**config.mk**
```make
export PLATFORM = sky130hd
export DESIGN_NAME = arctan_series_evaluator_core
export DESIGN_NICKNAME = d
export VERILOG_FILES = /design/src/design/ats_pkg.sv /design/src/design/arctan_series_evaluator_core.sv /design/src/design/ats_div.sv
export SDC_FILE = /design/constraint.sdc
export NUM_CORES = 1
export LEC_CHECK = 0
export ABC_AREA = 1
export BUFFER_PORTS_ARGS = -buffer_cell sky130_fd_sc_hd__clkbuf_2
export CAP_MARGIN = 20
export CORE_ASPECT_RATIO = 0.75
export CORE_MARGIN = 2
export CORE_UTILIZATION = 40
export CTS_BUF_LIST = sky130_fd_sc_hd__clkbuf_4 sky130_fd_sc_hd__clkbuf_8
export DETAILED_ROUTE_END_ITERATION = 10
export GPL_TIMING_DRIVEN = 0
export SETUP_SLACK_MARGIN = 0.05
export SYNTH_ARGS = -nofsm -noshare
export SYNTH_HDL_FRONTEND = slang
export SYNTH_SLANG_ARGS = --single-unit
```
**constraint.sdc**
```tcl
create_clock -name clk_i -period 8.2 [get_ports clk_i]
set_clock_uncertainty 0.05 [all_clocks]
set_input_delay 0.41 -clock clk_i [delete_from_list [all_inputs] [get_ports clk_i]]
set_output_delay 0.41 -clock clk_i [all_outputs]
set_load 0.03 [all_outputs]
```
**src/design/ats_pkg.sv**
```systemverilog
// Shared widths, constants and register codes for the arctan series evaluator.
package ats_pkg;

  localparam int FRAC_BITS = 14;
  localparam int X_W       = 16;
  localparam int POW_W     = 18;
  localparam int MAG_W     = POW_W - 1;
  localparam int RES_W     = 18;
  localparam int ACC_W     = 24;
  localparam int ET_W      = 5;

  localparam int MAX_TERMS_DEF = 32;

  localparam logic [ET_W-1:0] EXTRA_TERMS_RST = ET_W'(6);

  localparam logic signed [X_W-1:0] X_ONE     = X_W'(1 << FRAC_BITS);
  localparam logic signed [X_W-1:0] X_NEG_ONE = -X_ONE;

  localparam logic signed [RES_W-1:0] RES_MAX = {1'b0, {(RES_W-1){1'b1}}};
  localparam logic signed [RES_W-1:0] RES_MIN = {1'b1, {(RES_W-1){1'b0}}};

  localparam int ADDR_W = 3;

  typedef enum logic {
    REG_EXTRA_TERMS = 1'b0,
    REG_UNUSED      = 1'b1
  } reg_idx_e;

endpackage

```
**src/design/arctan_series_evaluator_core.sv**
```systemverilog
// Arctan series evaluator top level: sequencer, shared multiplier and APB register.
// Each request sums T = n+2 terms capped at MAX_TERMS, n being the extra-terms register.
// One request is in progress at a time: the next is taken only after the sequencer
// has moved its result into the output register.
// A finished result waits in the output register while the next request is taken.
// Reset (rst_ni low, asynchronous) empties the sequencer and output, n returns to 6.
module arctan_series_evaluator_core #(
  parameter int MAX_TERMS = ats_pkg::MAX_TERMS_DEF
) (
  input  logic                              clk_i,
  input  logic                              rst_ni,
  // request channel
  input  logic                              in_valid_i,
  output logic                              in_ready_o,
  input  logic signed [ats_pkg::X_W-1:0]    x_value_i,
  // result channel
  output logic                              out_valid_o,
  input  logic                              out_ready_i,
  output logic signed [ats_pkg::RES_W-1:0]  arctan_value_o,
  output logic                              saturated_o,
  // APB register port
  input  logic                              psel,
  input  logic                              penable,
  input  logic                              pwrite,
  input  logic [ats_pkg::ADDR_W-1:0]        paddr,
  input  logic [31:0]                       pwdata,
  output logic [31:0]                       prdata,
  output logic                              pready
);

  // term index width; the divisor 2k+1 is the index with a one appended
  localparam int KW = $clog2(MAX_TERMS);
  localparam int DW = KW + 1;
  localparam int TW = (KW + 1 > 6) ? KW + 1 : 6;

  typedef enum logic [2:0] {
    ST_IDLE,
    ST_SQR,
    ST_DSTART,
    ST_DWAIT,
    ST_MUL,
    ST_DONE
  } state_e;

  state_e                                state_q;
  logic [ats_pkg::ET_W-1:0]              extra_terms_q;
  logic signed [ats_pkg::X_W-1:0]        x_q;
  logic [ats_pkg::X_W-1:0]               x2_q;
  logic signed [ats_pkg::POW_W-1:0]      power_q;
  logic signed [ats_pkg::ACC_W-1:0]      sum_q;
  logic [KW-1:0]                         k_q;
  logic [KW-1:0]                         last_k_q;
  logic                                  neg_q;
  logic                                  out_valid_q;
  logic signed [ats_pkg::RES_W-1:0]      res_q;
  logic                                  sat_q;

  // ---------------------------------------------------------------------------
  // Register port: one register at byte address zero, address bit 2 picks it
  // ---------------------------------------------------------------------------
  logic cfg_wr;
  assign cfg_wr = psel && penable && pwrite && pready;
  assign pready = 1'b1;

  always_comb begin
    unique case (ats_pkg::reg_idx_e'(paddr[2]))
      ats_pkg::REG_EXTRA_TERMS: prdata = 32'(extra_terms_q);
      default:                  prdata = '0;
    endcase
  end

  always_ff @(posedge clk_i or negedge rst_ni) begin
    if (!rst_ni) begin
      extra_terms_q <= ats_pkg::EXTRA_TERMS_RST;
    end else if (cfg_wr && ats_pkg::reg_idx_e'(paddr[2]) == ats_pkg::REG_EXTRA_TERMS) begin
      extra_terms_q <= pwdata[ats_pkg::ET_W-1:0];
    end
  end

  // ---------------------------------------------------------------------------
  // Request capture: clamp x to [-1, 1] and work out the index of the last term
  // ---------------------------------------------------------------------------
  logic                           in_acc;
  logic signed [ats_pkg::X_W-1:0] x_clamp;
  logic [TW-1:0]                  terms_full;
  logic [TW-1:0]                  terms_sel;
  logic [TW-1:0]                  last_full;

  assign in_ready_o = (state_q == ST_IDLE);
  assign in_acc     = in_valid_i && in_ready_o;

  always_comb begin
    priority if (x_value_i > ats_pkg::X_ONE) begin
      x_clamp = ats_pkg::X_ONE;
    end else if (x_value_i < ats_pkg::X_NEG_ONE) begin
      x_clamp = ats_pkg::X_NEG_ONE;
    end else begin
      x_clamp = x_value_i;
    end
  end

  assign terms_full = TW'(extra_terms_q) + TW'(2);
  assign terms_sel  = (terms_full > TW'(MAX_TERMS)) ? TW'(MAX_TERMS) : terms_full;
  assign last_full  = terms_sel - TW'(1);

  // ---------------------------------------------------------------------------
  // Shared multiplier: x*x once per request, then power*x2 for each new term.
  // The product is taken down by FRAC_BITS with an arithmetic (flooring) shift.
  // ---------------------------------------------------------------------------
  logic signed [ats_pkg::POW_W-1:0]   mul_a;
  logic signed [ats_pkg::POW_W-1:0]   mul_b;
  logic signed [2*ats_pkg::POW_W-1:0] prod;
  logic signed [2*ats_pkg::POW_W-1:0] prod_sh;

  always_comb begin
    if (state_q == ST_SQR) begin
      mul_a = ats_pkg::POW_W'(x_q);
      mul_b = ats_pkg::POW_W'(x_q);
    end else begin
      mul_a = power_q;
      mul_b = $signed({{(ats_pkg::POW_W-ats_pkg::X_W){1'b0}}, x2_q});
    end
  end

  assign prod    = mul_a * mul_b;
  assign prod_sh = prod >>> ats_pkg::FRAC_BITS;

  // ---------------------------------------------------------------------------
  // Divider: magnitude of the power over 2k+1, sign restored on accumulation,
  // which gives the truncation toward zero
  // ---------------------------------------------------------------------------
  logic                            div_start;
  logic                            div_done;
  logic [ats_pkg::MAG_W-1:0]       div_quo;
  logic [ats_pkg::POW_W-1:0]       pow_abs;
  logic [DW-1:0]                   divisor;

  assign div_start = (state_q == ST_DSTART);
  assign pow_abs   = power_q[ats_pkg::POW_W-1] ? ats_pkg::POW_W'(-power_q)
                                                : ats_pkg::POW_W'(power_q);
  assign divisor   = {k_q, 1'b1};

  ats_div #(
    .DIV_W(DW)
  ) u_div (
    .clk_i      (clk_i),
    .rst_ni     (rst_ni),
    .start_i    (div_start),
    .dividend_i (pow_abs[ats_pkg::MAG_W-1:0]),
    .divisor_i  (divisor),
    .done_o     (div_done),
    .quotient_o (div_quo)
  );

  // subtract when exactly one of "odd term" and "negative power" holds
  logic                           term_sub;
  logic signed [ats_pkg::ACC_W-1:0] term_ext;
  logic signed [ats_pkg::ACC_W-1:0] sum_next;

  assign term_sub = k_q[0] ^ neg_q;
  assign term_ext = $signed(ats_pkg::ACC_W'(div_quo));
  assign sum_next = term_sub ? sum_q - term_ext : sum_q + term_ext;

  // ---------------------------------------------------------------------------
  // Saturation of the final sum to the result range
  // ---------------------------------------------------------------------------
  logic signed [ats_pkg::RES_W-1:0] res_clamp;
  logic                             res_sat;

  always_comb begin
    priority if (sum_q > ats_pkg::ACC_W'(ats_pkg::RES_MAX)) begin
      res_clamp = ats_pkg::RES_MAX;
      res_sat   = 1'b1;
    end else if (sum_q < ats_pkg::ACC_W'(ats_pkg::RES_MIN)) begin
      res_clamp = ats_pkg::RES_MIN;
      res_sat   = 1'b1;
    end else begin
      res_clamp = sum_q[ats_pkg::RES_W-1:0];
      res_sat   = 1'b0;
    end
  end

  // load the output register once it is free or being emptied this cycle
  logic res_load;
  assign res_load = (state_q == ST_DONE) && (!out_valid_q || out_ready_i);

  // ---------------------------------------------------------------------------
  // Sequencer: square, then per term divide/accumulate and advance the power
  // ---------------------------------------------------------------------------
  always_ff @(posedge clk_i or negedge rst_ni) begin
    if (!rst_ni) begin
      state_q     <= ST_IDLE;
      out_valid_q <= 1'b0;
      k_q         <= '0;
    end else begin
      if (res_load) begin
        out_valid_q <= 1'b1;
      end else if (out_valid_q && out_ready_i) begin
        out_valid_q <= 1'b0;
      end
      unique case (state_q)
        ST_IDLE: begin
          if (in_acc) begin
            state_q <= ST_SQR;
          end
        end
        ST_SQR: begin
          k_q     <= '0;
          state_q <= ST_DSTART;
        end
        ST_DSTART: begin
          state_q <= ST_DWAIT;
        end
        ST_DWAIT: begin
          if (div_done) begin
            if (k_q == last_k_q) begin
              state_q <= ST_DONE;
            end else begin
              k_q     <= k_q + KW'(1);
              state_q <= ST_MUL;
            end
          end
        end
        ST_MUL: begin
          state_q <= ST_DSTART;
        end
        ST_DONE: begin
          // hold the result until the output register is free
          if (res_load) begin
            state_q <= ST_IDLE;
          end
        end
        default: begin
          state_q <= ST_IDLE;
        end
      endcase
    end
  end

  // datapath registers
  always_ff @(posedge clk_i) begin
    if (in_acc) begin
      x_q      <= x_clamp;
      last_k_q <= last_full[KW-1:0];
    end
    if (state_q == ST_SQR) begin
      x2_q    <= prod_sh[ats_pkg::X_W-1:0];
      power_q <= ats_pkg::POW_W'(x_q);
      sum_q   <= '0;
    end
    if (state_q == ST_MUL) begin
      power_q <= prod_sh[ats_pkg::POW_W-1:0];
    end
    if (state_q == ST_DSTART) begin
      neg_q <= power_q[ats_pkg::POW_W-1];
    end
    if (state_q == ST_DWAIT && div_done) begin
      sum_q <= sum_next;
    end
    if (res_load) begin
      res_q <= res_clamp;
      sat_q <= res_sat;
    end
  end

  assign out_valid_o    = out_valid_q;
  assign arctan_value_o = res_q;
  assign saturated_o    = sat_q;

endmodule

```
**src/design/ats_div.sv**
```systemverilog
// Restoring bit-serial divider: one quotient bit per cycle.
module ats_div #(
  parameter int DIV_W = 6
) (
  input  logic                       clk_i,
  input  logic                       rst_ni,
  input  logic                       start_i,
  input  logic [ats_pkg::MAG_W-1:0]  dividend_i,
  input  logic [DIV_W-1:0]           divisor_i,
  output logic                       done_o,
  output logic [ats_pkg::MAG_W-1:0]  quotient_o
);

  localparam int SW = $clog2(ats_pkg::MAG_W);
  localparam logic [SW-1:0] LAST_STEP = SW'(ats_pkg::MAG_W - 1);

  logic                      busy_q, busy_d;
  logic                      done_q, done_d;
  logic [SW-1:0]             cnt_q, cnt_d;
  logic [DIV_W-1:0]          rem_q, rem_d;
  logic [ats_pkg::MAG_W-1:0] quo_q, quo_d;
  logic [DIV_W-1:0]          dvs_q, dvs_d;
  logic [DIV_W:0]            trial;
  logic                      fits;

  // shift in the next dividend bit and try one subtract
  assign trial = {rem_q, quo_q[ats_pkg::MAG_W-1]};
  assign fits  = trial >= {1'b0, dvs_q};

  always_comb begin
    busy_d = busy_q;
    done_d = 1'b0;
    cnt_d  = cnt_q;
    rem_d  = rem_q;
    quo_d  = quo_q;
    dvs_d  = dvs_q;
    if (start_i) begin
      busy_d = 1'b1;
      cnt_d  = '0;
      rem_d  = '0;
      quo_d  = dividend_i;
      dvs_d  = divisor_i;
    end else if (busy_q) begin
      rem_d = fits ? DIV_W'(trial - {1'b0, dvs_q}) : trial[DIV_W-1:0];
      quo_d = {quo_q[ats_pkg::MAG_W-2:0], fits};
      cnt_d = cnt_q + SW'(1);
      if (cnt_q == LAST_STEP) begin
        busy_d = 1'b0;
        done_d = 1'b1;
      end
    end
  end

  always_ff @(posedge clk_i or negedge rst_ni) begin
    if (!rst_ni) begin
      busy_q <= 1'b0;
      done_q <= 1'b0;
      cnt_q  <= '0;
    end else begin
      busy_q <= busy_d;
      done_q <= done_d;
      cnt_q  <= cnt_d;
    end
  end

  always_ff @(posedge clk_i) begin
    rem_q <= rem_d;
    quo_q <= quo_d;
    dvs_q <= dvs_d;
  end

  assign done_o     = done_q;
  assign quotient_o = quo_q;

endmodule

```
==> Word level (Yosys, flattened, before mapping) <==
Index checks and enable logic that the tools add are counted.
{ "classes": {"n_addsub": 8, "eq_ne": 11, "n_reduce_logical": 18, "bitwise": 2, "shift": 0, "n_mul": 1, "div_mod_pow": 0, "order_cmp": 6, "muxes": 33} }
{ "op_table": {"columns": ["operator", "n"], "rows": [
  ["$mux W18", 4],
  ["$mux W24", 3],
  ["$mux W17", 3],
  ["$mul A18 B18 Y32", 1],
  ["$mux W5", 6],
  ["$add A24 B18 Y24", 1],
  ["$gt A24 B18 Y1 const B", 1],
  ["$lt A24 B18 Y1 const B", 1],
  ["$sub A24 B18 Y24", 1],
  ["$neg A17 Y17", 1],
  ["$gt A16 B16 Y1 const B", 1],
  ["$lt A16 B15 Y1 const B", 1],
  ["$mux W16", 1],
  ["$pmux W3 S5", 1],
  ["$add A5 B1 Y5 const B", 2],
  ["$mux W1", 10],
  ["$pmux W5 S2", 1],
  ["$mux W3", 3],
  ["$reduce_bool A2 Y1", 4],
  ["$ge A7 B6 Y1", 1],
  ["$logic_and A1 B1 Y1", 7],
  ["$add A5 B2 Y6 const B", 1],
  ["$eq A3 B2 Y1 const B", 2],
  ["$eq A3 B3 Y1 const B", 2],
  ["16 further kinds", 20]
]} }
{ "word_totals": {"latch_bits": 0, "regBits": 148, "in_bits": 58, "mem_bits_rw": 0, "romBits": 0, "memories": 0, "out_inout_bits": 54} }

==> Depth between registers and ports, before layout <==
Gate-level depths: netlist of the first run.
{ "depth": {"depth_word": 5, "mapped_depth": 36} }

==> Cells and area by module <==
From an unflattened synthesis of the first run, not the netlist that was laid out.
{ "hier_totals": {"hier_cells": 2461, "hier_area_um2": 20070.5} }
{ "modules_own_cells": {"columns": ["mod", "cells_each", "n_inst", "area_per_inst_um2", "seq_area_each_um2"], "rows": [
  ["arctan_series_evaluator_core", 2248, 1, 18188.7, 3145.5],
  ["ats_div", 213, 1, 1881.8, 985.9]
]} }

==> Worst setup path after synthesis of the first run <==
No wires, ideal clock.
{ "synth_path": {"path_kind": "register to register", "start": "register state_q[2]", "end": "register x2_q[12] (netlist bit), data pin", "synth_period_minus_slack_ns": 6.438, "n_path_buf": 3, "arrival_time_ns": 6.129, "stages_incl_launch_ff": 30, "path_slack_ns": 1.762, "cell_sequence": "dfrtp_1 inv_2 nand2_2 nor2_4 buf_6 buf_2 nand2_1 o21ai_1 buf_2 nor2_1 fa_1 inv_1 fa_1 fa_1 inv_1 fa_1 fa_1 inv_1 fa_1 inv_1 ha_1 nand2_1 inv_1 nand2_1 nor3_1 nand3_1 o21ai_2 nand2_1 a21boi_0 nor2_1"} }
{ "synth_between": {"elab_chain_len": 3} }
{ "synth_rtl": {"columns": ["item", "line", "rtl"], "rows": [
  ["start, declared", "arctan_series_evaluator_core.sv:45", "state_e state_q;"],
  ["start signal, assigned", "arctan_series_evaluator_core.sv:192", "state_q <= ST_IDLE;"],
  ["start signal, assigned", "arctan_series_evaluator_core.sv:204", "state_q <= ST_SQR;"],
  ["start signal, assigned", "arctan_series_evaluator_core.sv:209", "state_q <= ST_DSTART;"],
  ["$eq A3 B1 Y1 (*)", "arctan_series_evaluator_core.sv:116", "if (state_q == ST_SQR) begin"],
  ["$mux W18, on equally long branches", null, null],
  ["$mul A18 B18 Y32 (*)", "arctan_series_evaluator_core.sv:125", "assign prod = mul_a * mul_b;"],
  ["net prod, one bit", "arctan_series_evaluator_core.sv:112", "logic signed [2*ats_pkg::POW_W-1:0] prod;"],
  ["end signal, assigned", "arctan_series_evaluator_core.sv:247", "x2_q <= prod_sh[ats_pkg::X_W-1:0];"],
  ["end, declared", "arctan_series_evaluator_core.sv:48", "logic [ats_pkg::X_W-1:0] x2_q;"]
]} }
The timed path passes the listed nets; every way through them passes the cells marked *.
A chain may end at the register's enable or synchronous reset.

==> Final worst setup path of the first run <==
{ "layout_path": {"start": "register state_q[1]", "end": "register power_q[12] (netlist bit)"} }
{ "layout_between": {"elab_chain_len": 4} }
{ "layout_rtl": {"columns": ["item", "line", "rtl"], "rows": [
  ["$eq A3 B1 Y1 (*)", "arctan_series_evaluator_core.sv:116", null],
  ["$mux W18, on equally long branches", null, null],
  ["$mul A18 B18 Y32 (*)", "arctan_series_evaluator_core.sv:125", null],
  ["net prod, one bit", "arctan_series_evaluator_core.sv:112", null],
  ["$mux W18 (*)", "arctan_series_evaluator_core.sv:251", "if (state_q == ST_MUL) begin"],
  ["end signal, assigned", "arctan_series_evaluator_core.sv:248", "power_q <= ats_pkg::POW_W'(x_q);"],
  ["end signal, assigned", "arctan_series_evaluator_core.sv:252", "power_q <= prod_sh[ats_pkg::POW_W-1:0];"],
  ["end, declared", "arctan_series_evaluator_core.sv:49", "logic signed [ats_pkg::POW_W-1:0] power_q;"]
]} }
Marks and branches as above.

==> summary.txt, run 1 <==
Yosys
  – #FFs+latches synth: around 150
  – Post-synth EDFFs: around 100
  – Sequential share of the synthesized area: 0.208
  – Post-Syn Area: 19700 sq um
  – Synth area leader: fa_1
  – Post-synth top area share: 0.302
  – Area contributors post-synth: fa_1, edfxtp_1, inv_1
  – Commonest register cell after synthesis: edfxtp_1
  – Avg Inst Size Synth: a little over 8 sq um
  – Yosys warning count: 0
  – Count of mapped cells out of synthesis: approximately 2400
  – Synth cell types: between 50 and 60
  – Async SR Flop Fraction: 0.142

Route
  – Met1 wire length: 25900 um
  – Top Layer Used: met4
  – Routed wl met2: 22400 um
  – WL met3: 5650 um
  – Routed vias/inst: about 5.0
  – Vias: around 16000
  – Post-DRT Antenna Nets: 0
  – WL final: 55200 um
  – DRT Pass-1 Iters: 6
  – Routed wire per std cell: between 15 and 20 um
  – DRC: 0
  – Initial DRC count: ~1400

Worst hold path
  – Hold crit path type: primary input to register

STA
  – Fin Hold WS: between 0.09 and 0.1 ns
  – Final hold vios: 0
  – Worst slew pin tran: ~0.87 ns
  – Fmax: between 100 and 150 MHz
  – RSZ-0062 raised after global routing: no
  – Total negative slack: 0 ns
  – Slew Viols, Final: 0
  – Final setup fails: 0
  – Final period util: 0.963
  – Min cycle time layout: a little under 8 ns
  – Slew headroom: 0.419

Worst setup path
  – Top fanout value on the critical path: 10
  – Slowest cell on crit path: fa_1
  – Req. time, crit path: between 8 and 9 ns
  – Crit path DAT: between 8 and 9 ns
  – Crit path kind: register to register
  – Critical path's largest stage delay: 0.60 ns
  – Crit end category: register
  – Worst Setup Start Kind: register

Job
  – Max cap viols: 0

Clock network
  – Htree depth: 4
  – Clk_lat worst skew: around 0.47 ns
  – Sink Count: 148
  – CTS max path bufs: 2
  – Clock transition at path regs: roughly 0.09 ns
  – Root buf cell: clkbuf_8
  – CTS tree: yes
  – Num CTS Buffers: 17

Final layout
  – Nets: around 3000
  – Share of cells above drive strength 1: 0.0820
  – Fill count: between 4000 and 5000
  – Syn-to-layout area delta: 9.48%
  – Register area: between 4000 and 5000 sq um
  – Multi-input logic area: around 13000 sq um
  – # diodes: 0

Die
  – Placement row count: 70
  – Die area: roughly 51000 sq um
  – Die Width: approximately 260 um
  – Core area: between 40000 and 50000 sq um
  – Die H: 196 um
  – I/O pin total: 112
  – Initial cell density of the core: 0.404

GRT
  – Global-route wire length before repair: around 88000 um
  – GRT Util Overall: 0.226
  – Largest net degree at the start of global routing: 26
  – Initial antenna violation count: 0
  – Vias in the first global route: 15700
  – GRT overflow: 0

Placement
  – HPWL Detailed: between 40000 and 50000 um
  – IO Port Bufs: 54
  – Gp weighted congestion: between 0.9 and 1

Outcome
  – Run status: finished, final reports clean
[per-stage QoR]
step	area (sq um)	setup WS (ns)	std cells	util
after floorplan	19800	1.76	2428	-
after global placement	20900	-0.300	3130	0.428
after detailed placement	20900	-0.163	3133	0.429
after CTS	21400	0.141	3166	0.439
after global routing	21600	0.0747	3173	0.443
final	21600	0.300	3173	0.443
[cells in the final DEF, fill, tap and decap left out, drive strengths merged, types with 11 or more instances in the layout]
cell / synthesis / final
xor2: 37 / 37
xnor2: 19 / 19
fa: 297 / 297
inv: 553 / 554
a21oi: 82 / 82
nand3: 59 / 59
edfxtp: 103 / 103
nand2: 465 / 465
nor3: 27 / 27
o21a: 11 / 11
o21ai: 116 / 116
dfrtp: 19 / 19
clkbuf: 26 / 104
nand4: 11 / 11
dfxtp: 24 / 24
conb: 2 / 28
ha: 119 / 119
nor2: 301 / 301
buf: 45 / 53
[layout make-up]
type | instances | area share
repair buffers | 66 | 0.0183
inverters | 565 | 0.0998
plain buffers | 70 | 0.0193
clock buffers | 22 | 0.0132
clock inverters | 10 | 0.00830
multi-input cells | 1644 | 0.613
flip-flops and latches | 148 | 0.190
well taps | 648 | 0.0376
[layer usage]
metal | GRT usage | vias to the layer above
li1 | - | 7459
met1 | 0.341 | 7732
met2 | 0.312 | 611
met3 | 0.0646 | 71
met4 | 0.0612 | 0
met5 | 0 | -
[sequential cells by signal (all words and copies together), names as in the netlist, 3 cells and up]
| name | cells |
|---|---|
| sum_q | 24 |
| arctan_value_o | 18 |
| power_q | 18 |
| u_div.quotient_o | 17 |
| x2_q | 16 |
| x_q | 16 |
| u_div.rem_q | 6 |
| extra_terms_q | 5 |
| k_q | 5 |
| last_k_q | 5 |
| u_div.cnt_q | 5 |
| u_div.dvs_q | 5 |
| state_q | 3 |
[kinds of logic (layout without fill, tap and decap cells)]
kind of cell,Yosys count,in the layout,synth area share
fa+ha+maj,416,416,0.378
other cells,2,28,0.000381
simple gates,888,888,0.184
xor+xnor,56,56,0.0249
buf+inv,636,733,0.129
flops,148,148,0.208
compound gates,256,256,0.0760
[worst max-delay path: cells and delay by family, from the launching register on]
| family | cells | cell delay, ns |
|---|---|---|
| simple gates | 11 | 1.85 |
| fa+ha+maj | 7 | 3.31 |
| buf+inv | 8 | 1.35 |
| flops | 1 | 0.48 |
| compound gates | 3 | 0.74 |
[cells in the mapped netlist, types with 2 or more instances]
| cell type | instances |
|---|---|
| dfstp_2 | 2 |
| o21ai_1 | 9 |
| nand3_1 | 56 |
| nor2_2 | 2 |
| o21a_1 | 11 |
| and2_1 | 5 |
| nand4_1 | 11 |
| nor4_1 | 6 |
| buf_6 | 2 |
| nand2_4 | 2 |
| buf_4 | 29 |
| clkinv_1 | 12 |
| dfxtp_1 | 24 |
| a21o_1 | 9 |
| dfrtp_1 | 19 |
| nand2_2 | 6 |
| o211ai_1 | 2 |
| a21oi_1 | 81 |
| nand2_1 | 456 |
| nor2_4 | 2 |
| ha_1 | 119 |
| o22ai_1 | 4 |
| clkbuf_1 | 26 |
| inv_2 | 3 |
| xor2_1 | 37 |
| nor3b_1 | 2 |
| fa_1 | 297 |
| a21boi_0 | 2 |
| a211oi_1 | 4 |
| edfxtp_1 | 103 |
| o31ai_1 | 4 |
| o21bai_1 | 6 |
| conb_1 | 2 |
| o21ai_0 | 93 |
| nor2_1 | 297 |
| nand3_2 | 2 |
| o21ai_2 | 13 |
| or2_2 | 8 |
| a31oi_1 | 9 |
| buf_2 | 13 |
| nor3_1 | 27 |
| xnor2_1 | 19 |
| o221ai_1 | 2 |
| inv_1 | 549 |
| nand3b_1 | 3 |
[worst paths after layout]
kind / from / to / slack (ns) / cells after the start
worst max-delay path: state_q[1] / power_q[12] / 0.30 / 29
worst max register to register: state_q[1] / power_q[12] / 0.30 / 29
worst min register to register: u_div.cnt_q[3] / u_div.cnt_q[3] / 0.46 / 1
max in group asynchronous: rst_ni / state_q[0] / 7.33 / 2
worst min-delay path: pwdata[2] / extra_terms_q[2] / 0.1 / 3
min in group asynchronous: rst_ni / out_valid_o / 0.40 / 2
[what timing repair did]
| action | 4_1_cts | 5_1_grt |
|---|---|---|
| endpoints found under the hold margin | 19 | 0 |
| resized for setup | 5 | 28 |
| pin swaps | 0 | 1 |
| setup endpoints to repair | 2 | 18 |
| hold buffers | 1 | 0 |
| buffers inserted | 0 | 7 |
Power of run 1 is left out: the tool's default activity adds up to more than one toggle a clock period on the data nets, which glitch-free logic cannot reach.
==> run 2: changes to the inputs <==
--- a/config.mk
+++ b/config.mk
@@ -14,6 +14,7 @@
 export CTS_BUF_LIST = sky130_fd_sc_hd__clkbuf_4 sky130_fd_sc_hd__clkbuf_8
 export DETAILED_ROUTE_END_ITERATION = 10
 export GPL_TIMING_DRIVEN = 0
+export HOLD_SLACK_MARGIN = 0.1
 export SETUP_SLACK_MARGIN = 0.05
 export SYNTH_ARGS = -nofsm -noshare
 export SYNTH_HDL_FRONTEND = slang
==> constraint.sdc (replaced) <==
create_clock -name clk_i -period 7.2 [get_ports clk_i]
set_clock_uncertainty 0.05 [all_clocks]
set_input_delay 0.36 -clock clk_i [delete_from_list [all_inputs] [get_ports clk_i]]
set_output_delay 0.36 -clock clk_i [all_outputs]
set_load 0.03 [all_outputs]
==> run 2 against run 1 <==
Net effect:
- count of clock-buffer cells in the layout did not move
- sequential cell count did not move
- cell area increased by 6.4%
- global-route usage increased by 0.24 points
- non-clock buffer count rose by 87
- final cell count up 2.8%
- core utilization grew 2.8 points
- hold slack better by 0.024 ns
- setup slack got worse by 0.088 ns
- register-to-register slack worse by 0.09 ns
- critical path type unchanged
==> summary.txt, run 2 (synthesis gave the netlist of run 1 again) <==
Outcome
  – Run status: finished, final reports clean

Placement
  – Area post-placement: 20900 sq um (unchanged)
  – Cell Count Post-Placement: 3133 (unchanged)
  – IO Port Bufs: 54 (unchanged)
  – Gp weighted congestion: 0.958 (unchanged)
  – HPWL Detailed: 47300 um (unchanged)

GRT
  – Global-route wire length before repair: 88900 um (+1.4%)
  – GRT Util Overall: 0.228 (+0.00242)
  – GRT busiest layer: met1
  – M1 GR Usage: 0.350 (+0.00906)
  – GRT overflow: 0 (unchanged)
  – Vias in the first global route: 15800 (+0.57%)
  – Met3 Track Usage GR: 0.0557 (-0.00891)
  – Initial antenna violation count: 0 (unchanged)
  – Largest net degree at the start of global routing: 26 (unchanged)
  – Grt met2 use: 0.322 (+0.00985)

Worst setup path
  – Req. time, crit path: 7.54 ns (-0.96 ns)
  – Top fanout value on the critical path: 10 (unchanged)
  – R2R Path Start: state_q[1]
  – Worst Setup Start Kind: register
  – Crit path kind: register to register
  – Crit end category: register
  – Reg2Reg Depth: 27 (-6.9%)
  – Crit path DAT: 7.33 ns (-0.88 ns)
  – R2r setup slk: 0.21 ns (-0.09 ns)
  – R2r endpoint: power_q[10]
  – Worst setup path start: state_q[1]

Clock network
  – Root buf cell: clkbuf_8
  – Clk_lat worst skew: 0.47 ns (about the same)
  – Clock transition at path regs: 0.08 ns (about the same)
  – CTS max path bufs: 2 (unchanged)
  – Num CTS Buffers: 17 (unchanged)
  – Htree depth: 4 (unchanged)
  – Sink Count: 148 (unchanged)
  – CTS tree: yes

Route
  – Post-DRT Antenna Nets: 0 (unchanged)
  – DRC: 0 (unchanged)
  – Vias: 16400 (+3.1%)
  – Routed vias/inst: 5.02 (+0.35%)
  – Initial DRC count: 1489 (+7.2%)
  – WL final: 57500 um (+4.1%)
  – DRT Pass-1 Iters: 6 (unchanged)
  – Routed wire per std cell: 17.6 um (+1.3%)

Final layout
  – Most common cell after layout, fill and taps aside: inv_1
  – Design Area, Final: 22900 sq um (+6.4%)
  – Max reg flops: 24 (unchanged)
  – Syn-to-layout area delta: 16.5%
  – Most frequent cells in the layout: inv_1, nand2_1, fa_1
  – Nets: 3074 (+2.9%)
  – Biggest register: sum_q
  – Non-Filler Instances: 3261 (+2.8%)
  – # diodes: 0 (unchanged)
  – Share of cells above drive strength 1: 0.139 (+0.0573)

Die
  – Die Width: 260 um (unchanged)
  – Placement row count: 70 (unchanged)
  – Die H: 196 um (unchanged)
  – Core area: 48700 sq um (unchanged)
  – Initial cell density of the core: 0.404 (unchanged)
  – I/O pin total: 112 (unchanged)
  – Die area: 51000 sq um (unchanged)

Job
  – Max cap viols: 0 (unchanged)

STA
  – Final hold vios: 0 (unchanged)
  – Final setup fails: 0 (unchanged)
  – Slew headroom: 0.474 (+0.0550)
  – Min cycle time layout: 6.99 ns (-0.912 ns)
  – Slew Viols, Final: 0 (unchanged)
  – RSZ-0062 raised after global routing: yes
  – Final period util: 0.971 (+0.00711)
  – Fmax: 143 MHz (+13%)
  – Worst slew pin tran: 0.787 ns (-0.0833 ns)

Worst hold path
  – Worst hold stages: 4 (+1)
  – Hold crit path type: primary input to register
  – Worst hold endpoint: out_valid_o
  – Worst Hold Launch: out_ready_i
run 2: final cells by class:
class | count | area (sq um)
Buffer | 70 | 557
Clock buffer | 22 | 284
Clock inverter | 10 | 179
Fill cell | 4842 | 25800
Inverter | 565 | 2180
Multi-Input combinational cell | 1645 | 13700
Sequential cell | 148 | 4100
Tap cell | 648 | 811
Timing Repair Buffer | 153 | 1160
run 2: how the worst max path moves through the flow:
stage / endpoint / slack, ns / cells after the start
after CTS: power_q[12] / 0.05 / 30
after detailed placement: x2_q[12] / -1.16 / 27
after global placement: x2_q[12] / -1.30 / 27
after floorplan: x2_q[12] / 0.76 / 29
final: power_q[10] / 0.21 / 27
after global routing: power_q[13] / -0.01 / 32
run 2: worst max-delay path, stage by stage (launching register included):
cell     delay [ns]
dfrtp_2        0.46
inv_2          0.12
nand3_4        0.15
buf_6          0.21
or2_2          0.31
o21ai_2        0.17
buf_6          0.20
nor2_1         0.08
fa_2           0.68
fa_1           0.51
ha_1           0.31
inv_1          0.05
fa_1           0.50
inv_1          0.06
fa_1           0.54
inv_1          0.05
fa_1           0.48
inv_1          0.04
ha_1           0.38
a21oi_1        0.17
inv_1          0.10
a31oi_2        0.30
o21ai_0        0.19
a21oi_1        0.15
nand2_1        0.11
xor2_1         0.35
nand2_1        0.09
o21ai_1        0.08
run 2: metrics by stage:
stage	util	hold WS, ns	setup WS [ns]	setup TNS [ns]
after floorplan	-	0.0144	0.762	0
after global placement	0.428	0.321	-1.30	-20.12
after detailed placement	0.429	0.331	-1.16	-14.87
after CTS	0.449	0.110	0.0534	0
after global routing	0.471	0.133	-0.0126	-0.0126
final	0.471	0.124	0.212	0
run 2: routing by layer:
| layer | part of all wire | vias to the layer above |
|---|---|---|
| met5 | 0 | - |
| met3 | 0.10 | 65 |
| met4 | 0.018 | 0 |
| met1 | 0.47 | 7997 |
| li1 | - | 7653 |
| met2 | 0.41 | 655 |
run 2: timing repair:
item                                    CTS  global route
gates resized for setup                  99           106
hold endpoints to repair                 24             0
setup buffers                            14            71
endpoints found under the setup margin   34            31
gates cloned                              0             5
hold buffers                              6             0
pin swaps                                 3            18
Power of run 2 is left out for the same reason.
==> run 3: changes to the inputs <==
--- a/config.mk
+++ b/config.mk
@@ -12,9 +12,11 @@
 export CORE_MARGIN = 2
 export CORE_UTILIZATION = 40
 export CTS_BUF_LIST = sky130_fd_sc_hd__clkbuf_4 sky130_fd_sc_hd__clkbuf_8
+export CTS_CLUSTER_SIZE = 14
 export DETAILED_ROUTE_END_ITERATION = 10
 export GPL_TIMING_DRIVEN = 0
 export HOLD_SLACK_MARGIN = 0.1
+export MAX_ROUTING_LAYER = met4
 export SETUP_SLACK_MARGIN = 0.05
 export SYNTH_ARGS = -nofsm -noshare
 export SYNTH_HDL_FRONTEND = slang
==> constraint.sdc (replaced) <==
create_clock -name clk_i -period 7.2 [get_ports clk_i]
set_clock_uncertainty 0.05 [all_clocks]
set_input_delay 0.36 -clock clk_i [delete_from_list [all_inputs] [get_ports clk_i]]
set_output_delay 0.36 -clock clk_i [all_outputs]
set_load 0.005 [all_outputs]
==> run 3 against run 2 <==
Net effect:
- non-clock buffer count down 28
- die area unchanged
- sequential share of layout area up 0.32 points
- final cell count down 0.86%
- register-to-register slack better by 0.03 ns
- first-iteration DRC count up 4.2%
- global-route usage up 0.39 points
==> summary.txt, run 3 (synthesis gave the netlist of run 1 again) <==
Final layout
  – Syn-to-layout area delta: 14.4%
  – Non-Filler Instances: 3233 (-0.86%)
  – Fill count: 4890 (+0.99%)
  – Final Util: 0.463 (-0.00835)
  – Most frequent cells in the layout: inv_1, nand2_1, fa_1
  – Most common cell after layout, fill and taps aside: inv_1
  – Biggest register: sum_q
  – Share of cells above drive strength 1: 0.124 (-0.0151)
  – Nets: 3045 (-0.94%)
  – Max reg flops: 24 (unchanged)

Clock network
  – Htree depth: 4 (unchanged)
  – Root buf cell: clkbuf_8
  – CTS tree: yes
  – Sink Count: 148 (unchanged)
  – CTS max path bufs: 2 (unchanged)
  – Clk_lat worst skew: 0.47 ns (about the same)
  – Num CTS Buffers: 17 (unchanged)
  – Clock transition at path regs: 0.09 ns (about the same)

Route
  – WL final: 56700 um (-1.4%)
  – Vias: 16200 (-0.79%)
  – DRC: 0 (unchanged)
  – Routed wire per std cell: 17.5 um (-0.54%)
  – Post-DRT Antenna Nets: 0 (unchanged)
  – DRT Pass-1 Iters: 6 (unchanged)
  – Initial DRC count: 1551 (+4.2%)
  – Routed vias/inst: 5.02 (about the same)

STA
  – Slew headroom: 0.442 (-0.0324)
  – Fmax: 144 MHz (+0.38%)
  – Final setup fails: 0 (unchanged)
  – Final WS setup: 0.238 ns (+0.0262 ns)
  – Worst slew pin tran: 0.832 ns (+0.0445 ns)
  – RSZ-0062 raised after global routing: no
  – Min cycle time layout: 6.96 ns (-0.0262 ns)
  – Slew Viols, Final: 0 (unchanged)
  – Final hold vios: 0 (unchanged)
  – Total negative slack: 0 ns (unchanged)
  – Final period util: 0.967 (-0.00363)

Worst hold path
  – Hold crit path type: primary input to register
  – Worst Hold Launch: out_ready_i

Outcome
  – Run status: finished, final reports clean

Die
  – Die H: 196 um (unchanged)
  – Placement row count: 70 (unchanged)
  – Core area: 48700 sq um (unchanged)
  – Die area: 51000 sq um (unchanged)
  – Initial cell density of the core: 0.404 (unchanged)
  – Die Width: 260 um (unchanged)
  – I/O pin total: 112 (unchanged)

Placement
  – IO Port Bufs: 54 (unchanged)
  – HPWL Detailed: 46900 um (-0.83%)
  – Gp weighted congestion: 0.975 (+1.9%)
  – Cell Count Post-Placement: 3133 (unchanged)
  – Dpl ws: -0.879 ns (+0.284 ns)

Worst setup path
  – Top fanout value on the critical path: 11 (+1)
  – R2R Path Start: state_q[0]
  – Crit path DAT: 7.13 ns (-0.20 ns)
  – Crit path kind: register to register
  – Crit end category: register
  – Worst Setup Start Kind: register
  – Buf/Inv on CP: 8 (unchanged)
  – Slowest cell on crit path: fa_1
  – Crit path top cell by count: fa_1
  – Critical path's largest stage delay: 0.59 ns (-0.09 ns)
  – Worst setup path start: state_q[0]
  – Delay-heaviest family, CP: adder cells
  – Req. time, crit path: 7.36 ns (-0.18 ns)

GRT
  – GRT overflow: 0 (unchanged)
  – Largest net degree at the start of global routing: 26 (unchanged)
  – Vias in the first global route: 15500 (-1.9%)
  – GRT Util Overall: 0.232 (+0.00387)
  – Global-route wire length before repair: 87900 um (-1.2%)
  – Initial antenna violation count: 1 (+1)

Job
  – Max cap viols: 0 (unchanged)
## run 3: routing by layer
layer	share of wire	up-vias	GRT usage
met3	0.094	67	0.0472
li1	-	7589	-
met2	0.42	646	0.328
met1	0.47	7938	0.345
met4	0.016	0	0.0406
met5	0	-	-
## run 3: metrics by stage
stage,cell area (sq um),hold slack (ns)
2_1_floorplan,19800,0.0144
3_3_place_gp,20900,0.321
3_5_place_dp,20900,0.329
4_1_cts,21800,0.115
5_1_grt,22500,0.140
6_report,22500,0.131
## run 3: path summary, 6_finish.rpt
| path | endpoint | slack (ns) | cells after the start |
|---|---|---|---|
| min in group asynchronous | out_valid_o | 0.38 | 2 |
| worst max-delay path | x2_q[10] | 0.24 | 25 |
| worst min register to register | u_div.rem_q[4] | 0.46 | 2 |
| worst min-delay path | out_valid_o | 0.13 | 4 |
| worst max register to register | x2_q[10] | 0.24 | 25 |
| max in group asynchronous | state_q[1] | 6.30 | 2 |
## run 3: area by class of cell
class | count | area, sq um | share of cell area
Clock buffer | 22 | 284 | 0.0126
Multi-Input combinational cell | 1644 | 13500 | 0.601
Sequential cell | 148 | 4100 | 0.182
Antenna cell | 1 | 2.50 | 0.000111
Timing Repair Buffer | 125 | 917 | 0.0407
Buffer | 70 | 532 | 0.0236
Inverter | 565 | 2180 | 0.0967
Clock inverter | 10 | 156 | 0.00694
Tap cell | 648 | 811 | 0.0360
## run 3: worst reg2reg max path, stage by stage (launching register included)
cell	delay, ns
dfrtp_1	0.46
nand2_2	0.13
nor2_4	0.06
buf_12	0.15
buf_6	0.17
o21ai_4	0.45
clkinvlp_4	0.20
buf_4	0.20
nand2_1	0.10
fa_1	0.42
inv_1	0.08
fa_1	0.44
fa_1	0.59
fa_1	0.45
fa_1	0.49
inv_1	0.05
fa_1	0.47
inv_1	0.04
ha_1	0.36
a21oi_1	0.16
inv_1	0.09
a31oi_1	0.30
o21ai_0	0.17
a21oi_1	0.14
nand2_1	0.10
xor2_1	0.40
## run 3: what timing repair did
action | CTS | global route
pin swaps | 3 | 10
cloned | 0 | 3
gates resized for setup | 82 | 89
hold buffers | 6 | 0
endpoints found under the setup margin | 34 | 30
setup buffers | 15 | 43
endpoints found under the hold margin | 24 | 0
Power of run 3 is left out for the same reason.
